**src/rtl/core/mdio_mm_pkg.sv**
```systemverilog
// Types and constants of the MDIO management master.
// Used by the channel interfaces, the top level and the checker.
package mdio_mm_pkg;

  localparam int unsigned FRAME_BITS    = 33;
  localparam int unsigned PREAMBLE_MAX  = 32;
  localparam int unsigned POS_W         = 7;
  localparam int unsigned DIV_W         = 8;
  localparam int unsigned PRE_W         = 6;
  localparam int unsigned DATA_W        = 16;
  localparam int unsigned ADDR_W        = 5;
  localparam int unsigned CFG_IDX_W     = 2;
  localparam int unsigned CFG_DATA_W    = 8;

  localparam logic [DIV_W-1:0] HALF_TICKS_RESET = 8'd7;
  localparam logic [PRE_W-1:0] PREAMBLE_RESET   = 6'd32;

  // Last bit position that carries read data, first one too.
  localparam logic [POS_W-1:0] RD_POS_LO = 7'd2;
  localparam logic [POS_W-1:0] RD_POS_HI = 7'd17;

  typedef enum logic [1:0] {
    REQ_TICK  = 2'd0,
    REQ_READ  = 2'd1,
    REQ_WRITE = 2'd2,
    REQ_SPARE = 2'd3
  } req_type_t;

  typedef enum logic [CFG_IDX_W-1:0] {
    CFG_MDC_HALF_TICKS = 2'd0,
    CFG_PREAMBLE_BITS  = 2'd1
  } cfg_index_t;

  localparam logic [1:0] START_BITS = 2'b01;
  localparam logic [1:0] OP_READ    = 2'b10;
  localparam logic [1:0] OP_WRITE   = 2'b01;
  localparam logic [1:0] TA_READ    = 2'b11;
  localparam logic [1:0] TA_WRITE   = 2'b10;

endpackage

```
**src/rtl/core/mdio_mm_req_if.sv**
```systemverilog
// Request and tick channel of the MDIO management master.
// Depends on mdio_mm_pkg.
interface mdio_mm_req_if;
  import mdio_mm_pkg::*;

  logic              valid;
  logic              ready;
  logic [1:0]        req_type;
  logic [ADDR_W-1:0] phy_addr;
  logic [ADDR_W-1:0] reg_addr;
  logic [DATA_W-1:0] write_data;
  logic              mdio_in;

  modport source (output valid, req_type, phy_addr, reg_addr, write_data, mdio_in,
                  input ready);
  modport sink   (input valid, req_type, phy_addr, reg_addr, write_data, mdio_in,
                  output ready);
endinterface

```
**src/rtl/core/mdio_mm_res_if.sv**
```systemverilog
// Result channel of the MDIO management master.
// Depends on mdio_mm_pkg.
interface mdio_mm_res_if;
  import mdio_mm_pkg::*;

  logic              valid;
  logic              ready;
  logic              mdc;
  logic              mdio_level;
  logic              mdio_drive;
  logic              busy_res;
  logic              done_res;
  logic [DATA_W-1:0] read_data;
  logic              request_ignored;

  modport source (output valid, mdc, mdio_level, mdio_drive, busy_res, done_res, read_data,
                  request_ignored, input ready);
  modport sink   (input valid, mdc, mdio_level, mdio_drive, busy_res, done_res, read_data,
                  request_ignored, output ready);
endinterface

```
**src/rtl/core/mdio_mm_cfg_if.sv**
```systemverilog
// Configuration write channel of the MDIO management master.
// Depends on mdio_mm_pkg.
interface mdio_mm_cfg_if;
  import mdio_mm_pkg::*;

  logic                  valid;
  logic                  ready;
  logic [CFG_IDX_W-1:0]  index;
  logic [CFG_DATA_W-1:0] data;

  modport source (output valid, index, data, input ready);
  modport sink   (input valid, index, data, output ready);
endinterface

```
**src/rtl/core/mdio_management_master.sv**
```systemverilog
// Channel   Dir  Payload
// req       in   req_type, phy_addr, reg_addr, write_data, mdio_in
// res       out  mdc, mdio_level, mdio_drive, busy_res, done_res, read_data, request_ignored
// cfg       in   index (0 mdc_half_ticks, 1 preamble_bits), data
//
// One item is accepted per clock while the result is taken; its result is registered and shows in the next cycle.
// The frame state and the result register update together in one pass of logic.
// A result not taken holds the result register and lowers req.ready until it leaves.
// Synchronous reset clears the frame state and the result valid; registers return
// to 7 half-period ticks and 32 preamble bits. Configuration writes are always taken.
// Depends on mdio_mm_pkg and the three channel interfaces.
module mdio_management_master (
  input  logic                   clk,
  input  logic                   rst,
  mdio_mm_req_if.sink            req,
  mdio_mm_res_if.source          res,
  mdio_mm_cfg_if.sink            cfg
);
  import mdio_mm_pkg::*;

  // Configuration registers
  logic [DIV_W-1:0]      mdc_half_ticks;
  logic [PRE_W-1:0]      preamble_bits;

  // Frame state
  logic                  active, active_next;
  logic [POS_W-1:0]      bit_position, bit_position_next;
  logic [DIV_W-1:0]      divider_count, divider_count_next;
  logic                  clock_level, clock_level_next;
  logic                  read_op, read_op_next;
  logic [FRAME_BITS-1:0] send_shift, send_shift_next;
  logic [DATA_W-1:0]     capture_shift, capture_shift_next;
  logic [DATA_W-1:0]     last_read, last_read_next;

  // Step results
  logic                  done_next;
  logic                  ignored_next;
  logic                  rd_now;
  logic                  rd_next;
  logic                  bit_next;
  logic [DIV_W-1:0]      half;
  logic [DIV_W-1:0]      div_inc;
  logic [PRE_W-1:0]      pre_sat;
  logic [5:0]            bit_idx;
  logic                  accept;

  assign cfg.ready = 1'b1;
  assign req.ready = !res.valid || res.ready;
  assign accept    = req.valid && req.ready;

  // Write configuration registers
  always_ff @(posedge clk) begin
    if (rst) begin
      mdc_half_ticks <= HALF_TICKS_RESET;
      preamble_bits  <= PREAMBLE_RESET;
    end else if (cfg.valid) begin
      unique case (cfg.index)
        CFG_MDC_HALF_TICKS: mdc_half_ticks <= cfg.data;
        CFG_PREAMBLE_BITS:  preamble_bits  <= cfg.data[PRE_W-1:0];
        default: ;
      endcase
    end
  end

  assign half    = (mdc_half_ticks == '0) ? DIV_W'(1) : mdc_half_ticks;
  assign div_inc = divider_count + DIV_W'(1);
  assign pre_sat = (preamble_bits > PRE_W'(PREAMBLE_MAX)) ? PRE_W'(PREAMBLE_MAX)
                                                          : preamble_bits;
  assign rd_now  = active && read_op && (bit_position >= RD_POS_LO)
                   && (bit_position <= RD_POS_HI);

  // Advance the frame by one item
  always_comb begin
    active_next        = active;
    bit_position_next  = bit_position;
    divider_count_next = divider_count;
    clock_level_next   = clock_level;
    read_op_next       = read_op;
    send_shift_next    = send_shift;
    capture_shift_next = capture_shift;
    last_read_next     = last_read;
    done_next          = 1'b0;
    ignored_next       = 1'b0;
    case (req.req_type) inside
      REQ_READ, REQ_WRITE: begin
        if (active) begin
          ignored_next = 1'b1;
        end else begin
          read_op_next = (req.req_type == REQ_READ);
          if (req.req_type == REQ_READ) begin
            send_shift_next = {START_BITS, OP_READ, req.phy_addr, req.reg_addr, TA_READ,
                               {DATA_W{1'b0}}, 1'b0};
          end else begin
            send_shift_next = {START_BITS, OP_WRITE, req.phy_addr, req.reg_addr, TA_WRITE,
                               req.write_data, 1'b0};
          end
          bit_position_next  = POS_W'(pre_sat) + POS_W'(FRAME_BITS);
          active_next        = 1'b1;
          clock_level_next   = 1'b1;
          divider_count_next = '0;
          capture_shift_next = '0;
        end
      end
      default: begin
        if (active) begin
          divider_count_next = div_inc;
          if (div_inc >= half) begin
            divider_count_next = '0;
            if (clock_level) begin
              if (rd_now) begin
                capture_shift_next = {capture_shift[DATA_W-2:0], req.mdio_in};
              end
              clock_level_next = 1'b0;
            end else begin
              bit_position_next = bit_position - POS_W'(1);
              if (bit_position == POS_W'(1)) begin
                active_next = 1'b0;
                done_next   = 1'b1;
                if (read_op) begin
                  last_read_next = capture_shift;
                end
              end else begin
                clock_level_next = 1'b1;
              end
            end
          end
        end
      end
    endcase
  end

  // Pin levels from the updated state
  assign rd_next = active_next && read_op_next && (bit_position_next >= RD_POS_LO)
                   && (bit_position_next <= RD_POS_HI);
  assign bit_idx = 6'(bit_position_next - POS_W'(1));

  always_comb begin
    if (!active_next || bit_position_next == '0) begin
      bit_next = 1'b0;
    end else if (bit_position_next > POS_W'(FRAME_BITS)) begin
      bit_next = 1'b1;
    end else begin
      bit_next = send_shift_next[bit_idx];
    end
  end

  // Update frame state on accepted items
  always_ff @(posedge clk) begin
    if (rst) begin
      active        <= 1'b0;
      bit_position  <= '0;
      divider_count <= '0;
      clock_level   <= 1'b0;
      read_op       <= 1'b0;
      send_shift    <= '0;
      capture_shift <= '0;
      last_read     <= '0;
    end else if (accept) begin
      active        <= active_next;
      bit_position  <= bit_position_next;
      divider_count <= divider_count_next;
      clock_level   <= clock_level_next;
      read_op       <= read_op_next;
      send_shift    <= send_shift_next;
      capture_shift <= capture_shift_next;
      last_read     <= last_read_next;
    end
  end

  // Hold the result until taken
  always_ff @(posedge clk) begin
    if (rst) begin
      res.valid <= 1'b0;
    end else if (accept) begin
      res.valid <= 1'b1;
    end else if (res.ready) begin
      res.valid <= 1'b0;
    end
  end

  always_ff @(posedge clk) begin
    if (accept) begin
      res.mdc             <= active_next && clock_level_next;
      res.mdio_level      <= rd_next ? 1'b0 : bit_next;
      res.mdio_drive      <= active_next && !rd_next;
      res.busy_res        <= active_next;
      res.done_res        <= done_next;
      res.read_data       <= last_read_next;
      res.request_ignored <= ignored_next;
    end
  end

endmodule

```
**src/flat_wrapper.sv**
```systemverilog
// flat-port wrapper written by rule: the top's interface ports become plain ports
module mdio_management_master_flat import mdio_mm_pkg::*;
  (clk, rst, req_valid, req_req_type, req_phy_addr, req_reg_addr, req_write_data, req_mdio_in, req_ready, res_valid, res_mdc, res_mdio_level, res_mdio_drive, res_busy_res, res_done_res, res_read_data, res_request_ignored, res_ready, cfg_valid, cfg_index, cfg_data, cfg_ready);
  mdio_mm_req_if req_i ();
  mdio_mm_res_if res_i ();
  mdio_mm_cfg_if cfg_i ();
  input  logic clk;
  input  logic rst;
  input wire logic [$bits(req_i.valid)-1:0] req_valid;
  input wire logic [$bits(req_i.req_type)-1:0] req_req_type;
  input wire logic [$bits(req_i.phy_addr)-1:0] req_phy_addr;
  input wire logic [$bits(req_i.reg_addr)-1:0] req_reg_addr;
  input wire logic [$bits(req_i.write_data)-1:0] req_write_data;
  input wire logic [$bits(req_i.mdio_in)-1:0] req_mdio_in;
  output wire logic [$bits(req_i.ready)-1:0] req_ready;
  output wire logic [$bits(res_i.valid)-1:0] res_valid;
  output wire logic [$bits(res_i.mdc)-1:0] res_mdc;
  output wire logic [$bits(res_i.mdio_level)-1:0] res_mdio_level;
  output wire logic [$bits(res_i.mdio_drive)-1:0] res_mdio_drive;
  output wire logic [$bits(res_i.busy_res)-1:0] res_busy_res;
  output wire logic [$bits(res_i.done_res)-1:0] res_done_res;
  output wire logic [$bits(res_i.read_data)-1:0] res_read_data;
  output wire logic [$bits(res_i.request_ignored)-1:0] res_request_ignored;
  input wire logic [$bits(res_i.ready)-1:0] res_ready;
  input wire logic [$bits(cfg_i.valid)-1:0] cfg_valid;
  input wire logic [$bits(cfg_i.index)-1:0] cfg_index;
  input wire logic [$bits(cfg_i.data)-1:0] cfg_data;
  output wire logic [$bits(cfg_i.ready)-1:0] cfg_ready;
  assign req_i.valid = req_valid;
  assign req_i.req_type = req_req_type;
  assign req_i.phy_addr = req_phy_addr;
  assign req_i.reg_addr = req_reg_addr;
  assign req_i.write_data = req_write_data;
  assign req_i.mdio_in = req_mdio_in;
  assign req_ready = req_i.ready;
  assign res_valid = res_i.valid;
  assign res_mdc = res_i.mdc;
  assign res_mdio_level = res_i.mdio_level;
  assign res_mdio_drive = res_i.mdio_drive;
  assign res_busy_res = res_i.busy_res;
  assign res_done_res = res_i.done_res;
  assign res_read_data = res_i.read_data;
  assign res_request_ignored = res_i.request_ignored;
  assign res_i.ready = res_ready;
  assign cfg_i.valid = cfg_valid;
  assign cfg_i.index = cfg_index;
  assign cfg_i.data = cfg_data;
  assign cfg_ready = cfg_i.ready;
  mdio_management_master u_core (.clk(clk), .rst(rst), .req(req_i), .res(res_i), .cfg(cfg_i));
endmodule
```
**config.mk**
```make
export PLATFORM = sky130hd
export DESIGN_NAME = mdio_management_master_flat
export DESIGN_NICKNAME = d
export VERILOG_FILES = /design/src/rtl/core/mdio_mm_pkg.sv /design/src/rtl/core/mdio_mm_req_if.sv /design/src/rtl/core/mdio_mm_res_if.sv /design/src/rtl/core/mdio_mm_cfg_if.sv /design/src/rtl/core/mdio_management_master.sv /design/src/flat_wrapper.sv
export SDC_FILE = /design/constraint.sdc
export NUM_CORES = 1
export LEC_CHECK = 0
export BUFFER_PORTS_ARGS = -buffer_cell sky130_fd_sc_hd__buf_2
export CAP_MARGIN = 40
export CORE_ASPECT_RATIO = 0.5
export CORE_MARGIN = 1
export CORE_UTILIZATION = 62
export CTS_CLUSTER_SIZE = 40
export DETAILED_ROUTE_END_ITERATION = 8
export PLACE_DENSITY_LB_ADDON = 0.25
export SYNTH_ARGS = -nofsm -noshare
export SYNTH_HDL_FRONTEND = slang
export SYNTH_SLANG_ARGS = --single-unit
```
**constraint.sdc**
```tcl
create_clock -name clk -period 7 [get_ports clk]
set_clock_uncertainty 0.05 [all_clocks]
set_input_delay 1.4 -clock clk [delete_from_list [all_inputs] [get_ports clk]]
set_output_delay 1.4 -clock clk [all_outputs]
set_load 0.02 [all_outputs]
```
==> results.md, run 1 <==
- Vias in the first global route: 5080
- CTS Hold Buffers Added: 0
- Clk slew on worst S/H paths: 0.06 ns
- Tot Pwr: 2010 uW
- Post-Syn Area per Cell: 8.45 sq um
- # rows: 25
- Worst hold path class: register to register
- Cell taking the most area after synthesis: dfxtp_1
- Dominant cells by area after synthesis: dfxtp_1 31%, edfxtp_1 11%, a21oi_1 7.4%
- Post-synthesis cell count: 738
- DRT Pass-1 Iters: 5
- Maximum VDD drop: 0.192 mV
- Root buffer cell: clkbuf_16
- Fin crit period: 5.09 ns
- #FFs+latches synth: 120
- RSZ-0062 raised after global routing: no
- Initial antenna violation count: 0
- PwrDens: 276 mW/mm^2
- Layout cells sized above 1: 18.4%
- Total GRT Usage: 29.5%
- DP HPWL: 9540 um
- I/O pin cnt: 69
- Layout Nets: 848
- Worst-case clock buffer depth: 2
- Chip Height: 72.9 um
- CP max FO: 39
- Ratio of final minimum period to clock period: 72.7%
- Syn Nets: 799
- I/O Buffers: 67
- Setup TNS: 0 ns
- CTS Sinks: 120
- Total grt overflow: 0
- Routed vias: 5550
- Outcome: finished, final reports clean
- Most frequent cells after synthesis: 119 x nand2_1, 98 x dfxtp_1, 92 x a21oi_1
- Avg Vias per Cell: 5.94
- Most frequent cell after synthesis: nand2_1
- P&R area growth vs syn: 16.6%
- Skew-Pair Late Insertion Delay: 0.41 ns
- Largest net degree at the start of global routing: 72
- Ant diodes: 0
- CTS buffer count: 17
- Die width: 144 um
- Synth unique cells: 75
- CTS tree: yes
- Setup crit end kind: register
- Asr flop ratio synth: 0%
- Syn Std Cell Area: 0.00624 sq mm
- H-tree depth: 4
- Total Routed Length: 14600 um
- Lkg Pwr: 0.00280 uW
- Final hold vios: 0
- Fmax: 197 MHz
- DRC viols: 0
- Crit path DAT: 5.19 ns
- Post-CTS sizing: 0
- Initial core utilization: 64.9%
- Die area: 0.0105 sq mm
- Post-CTS setup buffers: 0
- Worst rel slew slack: 44.6%
- CP Launch Type: input port
- Core Footprint: 0.00960 sq mm
- First-iteration detailed-routing DRC count: 495
- Worst path required time: 7.11 ns
- Final core occ: 75.7%
- Crit path kind: input port to register
- Area share of the largest cell type after synthesis: 31.5%
- Worst Tran Pin Value: 0.831 ns
- DRT antenna net count: 0
- Setup-failing EPs final: 0
- Seq/Total Area, Yosys: 42.1%
- Max cap viols: 0
- WL/cell: 15.6 um
- Primary FF master, synth: dfxtp_1
- Yosys warns: 0
- First-pass GRT wire length: 24000 um
- EDFF count, synth: 22
- GPL Wtd Cong: 0.968
- Fin. max-slew vios: 0
-- critical path, stage by stage --
cell	delay, ns
buf_2	0.07
inv_1	0.03
ha_1	0.40
buf_4	0.39
or2_2	0.62
a2bb2oi_1	0.19
o21ai_0	0.12
o211a_4	0.18
ha_1	0.57
nor2_1	0.13
a22o_1	0.26
a211oi_1	0.26
a211o_1	0.15
a211oi_1	0.07
o311a_1	0.36
-- layout make-up --
type / count / area (sq um)
repair buffers: 77 / 438
flip-flops and latches: 120 / 2620
clock inverters: 15 / 200
inverters: 22 / 85.1
well taps: 135 / 169
multi-input cells: 549 / 3330
clock buffers: 17 / 425
fillers: 694 / 2330
-- cells in the final DEF (no fill, tap or decap), types with 8 or more instances in the layout --
cell	synthesis	layout
nand3b_1	14	14
mux2_2	18	18
a21oi_1	92	92
clkbuf_16	0	17
inv_6	0	8
o211ai_1	8	8
nand3_1	28	28
ha_1	17	17
o21ai_0	17	17
nor3b_1	11	11
nor2_1	76	75
edfxtp_1	22	22
buf_2	6	67
mux2i_1	11	11
dfxtp_1	98	98
buf_4	1	8
nand2_1	119	119
nand2b_1	11	11
a211oi_1	13	13
inv_1	19	19
-- state kept, by name, summed over array words and instances (netlist names) --
register and flops:
u_core.divider_count 8, u_core.preamble_bits 6, u_core.send_shift 33, u_core.res.valid 1, u_core.res.mdio_drive 1, u_core.bit_position 7
u_core.res.mdio_level 1, u_core.res.read_data 16, u_core.last_read 16, u_core.res.busy_res 1, u_core.res.done_res 1, u_core.res.request_ignored 1
u_core.clock_level 1, u_core.res.mdc 1, u_core.mdc_half_ticks 8, u_core.read_op 1, u_core.capture_shift 16, u_core.active 1
-- kinds of logic after synthesis --
family / share of synthesized area, %
mux: 5.74
simple gates: 22.6
compound gates: 19.3
buf+inv: 4.61
other cells: 0.0601
flops: 42.1
fa+ha+maj: 3.41
xor+xnor: 2.21
-- layer usage --
metal	vias to the layer above	GRT usage (%)	routed length (um)
li1	2723	-	-
met1	2600	36.4	6610
met2	199	50.6	6910
met3	28	6.56	821
met4	0	11.9	232
met5	-	0	0
-- through the flow --
step	cells	worst slack, ns	hold WS (ns)	instance area (sq um)
after floorplan	738	2.45	0.379	6240
after global placement	900	1.67	0.385	6590
after detailed placement	903	1.56	0.391	6640
after CTS	935	1.98	0.400	7270
after global routing	935	1.64	0.418	7270
final	935	1.91	0.398	7270
-- path summary, 6_finish.rpt --
kind         cells past startpoint                            startpoint  slack, ns                                   to
max                             15                       req_req_type[1]       1.91  u_core.res.mdio_level$_SDFFCE_PP0P_
min                              2      u_core.last_read[9]$_SDFFE_PP0P_       0.40     u_core.last_read[9]$_SDFFE_PP0P_
max reg2reg                     17  u_core.divider_count[0]$_SDFFE_PP0P_       2.03  u_core.res.mdio_level$_SDFFCE_PP0P_
min reg2reg                      2      u_core.last_read[9]$_SDFFE_PP0P_       0.40     u_core.last_read[9]$_SDFFE_PP0P_
-- power breakdown --
group          leakage (uW)  switching, uW  internal (uW)
logic               0.00148            205            127
clock network      0.000308            351            575
registers           0.00101           20.3            730
Note: power is estimated with default switching activity, not from simulation.
==> run 2, diff against run 1 <==
- CORE_UTILIZATION: 62 -> 59
- clock period: 7 -> 5.2 ns (I/O delays scaled with it)
==> run 2 against run 1 <==
Against the previous run: register-to-register slack lost 1.8 ns; routed wire length fell by 0.75%; first-iteration DRC count shrank 15%; clock-buffer cell count unchanged; die area up 5.0%; setup slack worse by 1.7 ns; power rose by 31%; highest routed layer unchanged; via count fell by 2.0%; largest power group unchanged; flip-flop and latch count unchanged; critical path depth rose by 2.
==> results.md, run 2 (same netlist as run 1, synthesis figures left out) <==
- Flip-flop count of the largest register after layout: 33 (unchanged)
- FILL cells: 834 (+20%)
- Hold WS: 0.399 ns (+0.00190 ns)
- Crit path kind: register to register
- Layout cells sized above 1: 18.8% (+0.41 points)
- Maximum VDD drop: 0.237 mV (+24%)
- DRT antenna net count: 0 (unchanged)
- Reg-to-reg endpoint: u_core.res.mdio_level$_SDFFCE_PP0P_
- H-tree depth: 4 (unchanged)
- RR Startpoint: u_core.divider_count[0]$_SDFFE_PP0P_
- Fin. max-slew vios: 0 (unchanged)
- DRT Pass-1 Iters: 6 (+1)
- Final worst setup slack: 0.244 ns (-1.67 ns)
- Met3 Use GR: 6.30% (-0.26 points)
- Max cap viols: 0 (unchanged)
- Clk slew on worst S/H paths: 0.06 ns (about the same)
- Busiest layer in global routing: met2
- Met2 usage: 45.2% (-5.3 points)
- Worst hold path class: register to register
- Layout Nets: 852 (+0.47%)
- Fin crit period: 4.96 ns
- Sequential power share: 38.3% (+0.9 points)
- Clock power frac: 44.5% (-1.6 points)
- # rows: 26 (+4.0%)
- RSZ-0062 raised after global routing: no
- Ratio of final minimum period to clock period: 95.3%
- WL/cell: 15.3 um (-1.7%)
- Switching Share: 28.8% (+0.16 points)
- Largest Register: u_core.send_shift
- First-iteration detailed-routing DRC count: 421 (-15%)
- Outcome: finished, final reports clean
- First-pass GRT wire length: 23500 um (-1.9%)
- I/O pin cnt: 69 (unchanged)
- Vias in the first global route: 4909 (-3.4%)
- Total grt overflow: 0 (unchanged)
- Crit path DAT: 5.07 ns (-0.12 ns)
- Largest net degree at the start of global routing: 53 (-26%)
- Avg Vias per Cell: 5.76 (-3.0%)
- CTS buffer count: 17 (unchanged)
- Post-CTS sizing: 0 (unchanged)
- Worst-case clock buffer depth: 2 (unchanged)
- Total GRT Usage: 27.1% (-2.3 points)
- DRC viols: 0 (unchanged)
- Cell Int Power: 1870 uW (+31%)
- Commonest non-fill, non-tap cell in the layout: nand2_1
- CTS Sinks: 120 (unchanged)
- P&R area growth vs syn: 16.5% (about the same)
- Lkg Pwr: 0.00279 uW (-0.35%)
- Die area: 0.0110 sq mm (+5.0%)
- Chip Height: 74.7 um (+2.4%)
- Setup TNS: 0 ns (unchanged)
- Worst Hold Endpoint: u_core.last_read[12]$_SDFFE_PP0P_
- Worst Tran Pin Value: 0.876 ns (+0.0457 ns)
- CTS tree: yes
- Worst reg2reg setup slack: 0.24 ns (-1.79 ns)
- CP max stage cell: ha_1
- M1 GR Usage: 35.3% (-1.1 points)
- Worst rel slew slack: 41.6% (-3.0 points)
- Total Routed Length: 14500 um (-0.75%)
- Final hold vios: 0 (unchanged)
- DP HPWL: 9670 um (+1.3%)
- Root buffer cell: clkbuf_16
- Fmax: 202 MHz
- R2R cell count: 17 (unchanged)
- Initial core utilization: 60.9% (-4.1 points)
- Setup crit end kind: register
- Worst path required time: 5.31 ns (-1.80 ns)
- Post-CTS setup buffers: 0 (unchanged)
- Comb pwr share: 17.2% (+0.7 points)
- Setup-failing EPs final: 0 (unchanged)
- CTS Hold Buffers Added: 0 (unchanged)
- Place WS: 0.285 ns (-1.28 ns)
- PwrDens: 362 mW/mm^2 (+31%)
- Min-delay src: u_core.last_read[12]$_SDFFE_PP0P_
- CP Cell Sequence: and3_1, and3_1, nand3_1, xnor2_1, ha_1, and2_4, a221o_1, a221oi_2, nand3_2, inv_4, ha_1, nor2_1, a22o_1, a211oi_1, a211o_1, a211oi_1, o311a_1
- Most frequent cells in the layout: 119 x nand2_1, 98 x dfxtp_1, 92 x a21oi_1
- CP max FO: 19 (-51%)
- Critical path's largest stage delay: 0.48 ns (-0.14 ns)
- Die width: 147 um (+2.5%)
- NetSw: 758 uW (+32%)
- GPL Wtd Cong: 0.889 (-8.1%)
- Ant diodes: 0 (unchanged)
- I/O Buffers: 67 (unchanged)
- Routed vias: 5438 (-2.0%)
- CP Launch Type: register
- Skew-Pair Late Insertion Delay: 0.42 ns (about the same)
- Min-Delay Path Depth: 2 (unchanged)
- Core Footprint: 0.0102 sq mm (+6.7%)
- Initial antenna violation count: 0 (unchanged)
[run 2: changes by cell type in the layout (fill, tap and decap cells not counted), sizes merged]
cell      delta
bufinv       -1
clkinv       +3
buf          +4
inv          -5
clkinvlp     +3
[run 2: power by group through the flow]
stage          Sequential (uW)  Combinational [uW]  Clock [uW]
2_1_floorplan             1030                 327           0
3_3_place_gp              1030                 431           0
3_5_place_dp              1030                 443           0
4_1_cts                   1010                 447        1180
5_1_grt                   1010                 494        1230
6_report                  1010                 451        1170
[run 2: how the worst max path moves through the flow]
| stage | from | endpoint |
|---|---|---|
| after CTS | u_core.divider_count[0]$_SDFFE_PP0P_ | u_core.res.mdio_level$_SDFFCE_PP0P_ |
| after floorplan | u_core.divider_count[0]$_SDFFE_PP0P_ | u_core.res.mdio_level$_SDFFCE_PP0P_ |
| after global placement | req_req_type[1] | u_core.res.mdio_level$_SDFFCE_PP0P_ |
| after detailed placement | req_req_type[1] | u_core.res.mdio_level$_SDFFCE_PP0P_ |
| after global routing | u_core.divider_count[0]$_SDFFE_PP0P_ | u_core.res.mdio_level$_SDFFCE_PP0P_ |
| final | u_core.divider_count[0]$_SDFFE_PP0P_ | u_core.res.mdio_level$_SDFFCE_PP0P_ |
[run 2: critical path, delay by kind of cell (launching register included)]
family                     cells  cell delay, ns
xor gates and xnor gates       1            0.25
buffers and inverters          1            0.26
DFF                            1            0.40
and+or+nand+nor                6            1.23
adders and majority gates      2            0.80
AOI/OAI and AO/OA              7            1.71
[run 2: metrics by stage]
step / utilization [%] / cells / instance area, sq um / total power, uW
floorplan: - / 738 / 6240 / 1360
finish: 70.9 / 944 / 7260 / 2630
detailed placement: 65.1 / 912 / 6670 / 1470
global placement: 64.7 / 909 / 6630 / 1460
CTS: 70.9 / 944 / 7260 / 2640
global route: 70.9 / 944 / 7260 / 2740
[run 2: area by class of cell]
type | count | area, sq um | area share [%]
clock buffer | 17 | 425 | 5.86
clock inverter | 15 | 169 | 2.33
inverter | 22 | 85.1 | 1.17
multi-input combinational | 549 | 3330 | 45.8
sequential | 120 | 2620 | 36.1
tap | 140 | 175 | 2.41
timing repair buffer | 81 | 458 | 6.30
[run 2: routing by layer]
metal | vias up | share of wire [%]
met1 | 2534 | 47
met3 | 29 | 5.0
met2 | 152 | 46
met4 | 0 | 1.8
li1 | 2723 | -
met5 | - | 0
==> run 3, diff against run 2 <==
- PLACE_DENSITY: not set -> 0.79
- PLACE_DENSITY_LB_ADDON: 0.25 -> not set
==> run 3 against run 2 <==
Against the previous run: non-clock buffer count fell by 1; flip-flop and latch count did not move; maximum frequency rose by 0.94%; sequential power barely moved; cell area barely moved; die area did not move; critical path depth fell by 1.
==> results.md, run 3 (same netlist as run 1, synthesis figures left out) <==
- Busiest layer in global routing: met2
- Die width: 147 um (unchanged)
- Die area: 0.0110 sq mm (unchanged)
- Crit path DAT: 5.14 ns (+0.07 ns)
- P&R area growth vs syn: 16.5% (about the same)
- Total Routed Length: 14800 um (+2.1%)
- Final hold vios: 0 (unchanged)
- Hold WS: 0.400 ns (+0.0000820 ns)
- Routed vias: 5536 (+1.8%)
- Fin area: 0.00726 sq mm (about the same)
- CTS buffer count: 17 (unchanged)
- First-iteration detailed-routing DRC count: 399 (-5.2%)
- Skew-Pair Late Insertion Delay: 0.41 ns (about the same)
- Ant diodes: 0 (unchanged)
- Fin crit period: 4.91 ns (-0.0460 ns)
- Most frequent cells in the layout: 119 x nand2_1, 98 x dfxtp_1, 92 x a21oi_1
- H-tree depth: 4 (unchanged)
- Clk slew on worst S/H paths: 0.06 ns (about the same)
- CTS Sinks: 120 (unchanged)
- Avg Vias per Cell: 5.87 (+1.9%)
- Worst Tran Pin Value: 0.904 ns (+0.0278 ns)
- Setup-failing EPs final: 0 (unchanged)
- CTS tree: yes
- Initial antenna violation count: 0 (unchanged)
- DRT antenna net count: 0 (unchanged)
- Initial core utilization: 60.9% (unchanged)
- CP Launch Type: register
- PwrDens: 366 mW/mm^2 (+1.2%)
- Total GRT Usage: 27.9% (+0.80 points)
- WL/cell: 15.7 um (+2.2%)
- Worst rel slew slack: 39.7% (-1.9 points)
- Setup crit end kind: register
- Worst-case clock buffer depth: 2 (unchanged)
- Fin. max-slew vios: 0 (unchanged)
- DP HPWL: 9680 um (+0.13%)
- Layout cells sized above 1: 18.4% (-0.35 points)
- Worst hold path class: register to register
- Post-CTS sizing: 0 (unchanged)
- I/O pin cnt: 69 (unchanged)
- Chip Height: 74.7 um (unchanged)
- Vias in the first global route: 4992 (+1.7%)
- DRT Pass-1 Iters: 5 (-1)
- Worst path required time: 5.43 ns (+0.12 ns)
- Core Footprint: 0.0102 sq mm (unchanged)
- CP max FO: 19 (unchanged)
- Setup TNS: 0 ns (unchanged)
- DRC viols: 0 (unchanged)
- Post-CTS setup buffers: 0 (unchanged)
- Fmax: 204 MHz (+0.94%)
- Largest Register: u_core.send_shift
- Maximum VDD drop: 0.252 mV (+6.3%)
- Root buffer cell: clkbuf_16
- Met2 usage: 47.0% (+1.8 points)
- RSZ-0062 raised after global routing: no
- Tot Pwr: 2660 uW (+1.2%)
- Ratio of final minimum period to clock period: 94.4% (-0.88 points)
- Lkg Pwr: 0.00279 uW (-0.17%)
- Total grt overflow: 0 (unchanged)
- Crit path kind: register to register
- Outcome: finished, final reports clean
- Final core occ: 70.9% (about the same)
- Commonest non-fill, non-tap cell in the layout: nand2_1
- I/O Buffers: 67 (unchanged)
- Max cap viols: 0 (unchanged)
- CTS Hold Buffers Added: 0 (unchanged)
- Largest net degree at the start of global routing: 50 (-5.7%)
- # rows: 26 (unchanged)
- First-pass GRT wire length: 24200 um (+2.8%)
- M1 GR Usage: 35.7% (+0.40 points)
- GPL Wtd Cong: 0.918 (+3.2%)
- Worst reg2reg setup slack: 0.29 ns (+0.05 ns)
- Met3 Use GR: 6.48% (+0.18 points)
- Placed Area: 0.00666 sq mm (-0.11%)
- Flip-flop count of the largest register after layout: 33 (unchanged)
- Layout Nets: 851 (-0.12%)
==> run 3: changes by cell type in the layout (fill, tap and decap cells not counted), sizes merged <==
cell / before / now
clkbuf: 17 / 19
clkinv: 5 / 4
bufinv: 2 / 3
inv: 27 / 25
buf: 81 / 80
==> run 3: final timing paths <==
check	depth (start not counted)	startpoint	end
worst min-delay path	2	u_core.last_read[14]$_SDFFE_PP0P_	u_core.last_read[14]$_SDFFE_PP0P_
worst min register to register	2	u_core.last_read[14]$_SDFFE_PP0P_	u_core.last_read[14]$_SDFFE_PP0P_
worst max register to register	16	u_core.divider_count[2]$_SDFFE_PP0P_	u_core.res.mdio_level$_SDFFCE_PP0P_
worst max-delay path	16	u_core.divider_count[2]$_SDFFE_PP0P_	u_core.res.mdio_level$_SDFFCE_PP0P_
==> run 3: final cells by class <==
type                       instances  area (sq um)
multi-input combinational        549          3330
fill                             824          2980
sequential                       120          2620
timing repair buffer              80           450
clock buffer                      19           433
tap                              140           175
clock inverter                    13           170
inverter                          22          85.1
==> run 3: power breakdown <==
part / internal, uW / leakage, uW / switching, uW
clock: 758 / 0.000285 / 441
sequential: 983 / 0.00101 / 28.1
combinational: 171 / 0.00149 / 279
==> run 3: stage by stage <==
stage	instances	setup slack (ns)
after floorplan	738	0.930
after global placement	907	0.468
after detailed placement	911	0.345
after CTS	943	0.350
after global routing	943	0.000536
final	943	0.290
==> run 3: critical path, cell delays in order (launching register included) <==
cell	delay, ns
dfxtp_1	0.41
and3_1	0.26
and3_1	0.27
nand3_1	0.11
xnor2_1	0.21
ha_1	0.30
and2_4	0.19
a221o_1	0.36
a221oi_2	0.30
nand3_2	0.24
inv_4	0.26
ha_1	0.45
a211oi_1	0.39
a311oi_1	0.11
a31o_1	0.23
a2111oi_1	0.43
o311a_1	0.21
==> run 3: layer usage <==
| metal | vias to the layer above | part of all wire, % |
|---|---|---|
| met3 | 28 | 6.1 |
| met2 | 205 | 47 |
| met4 | 0 | 1.9 |
| li1 | 2720 | - |
| met5 | - | 0 |
| met1 | 2583 | 45 |
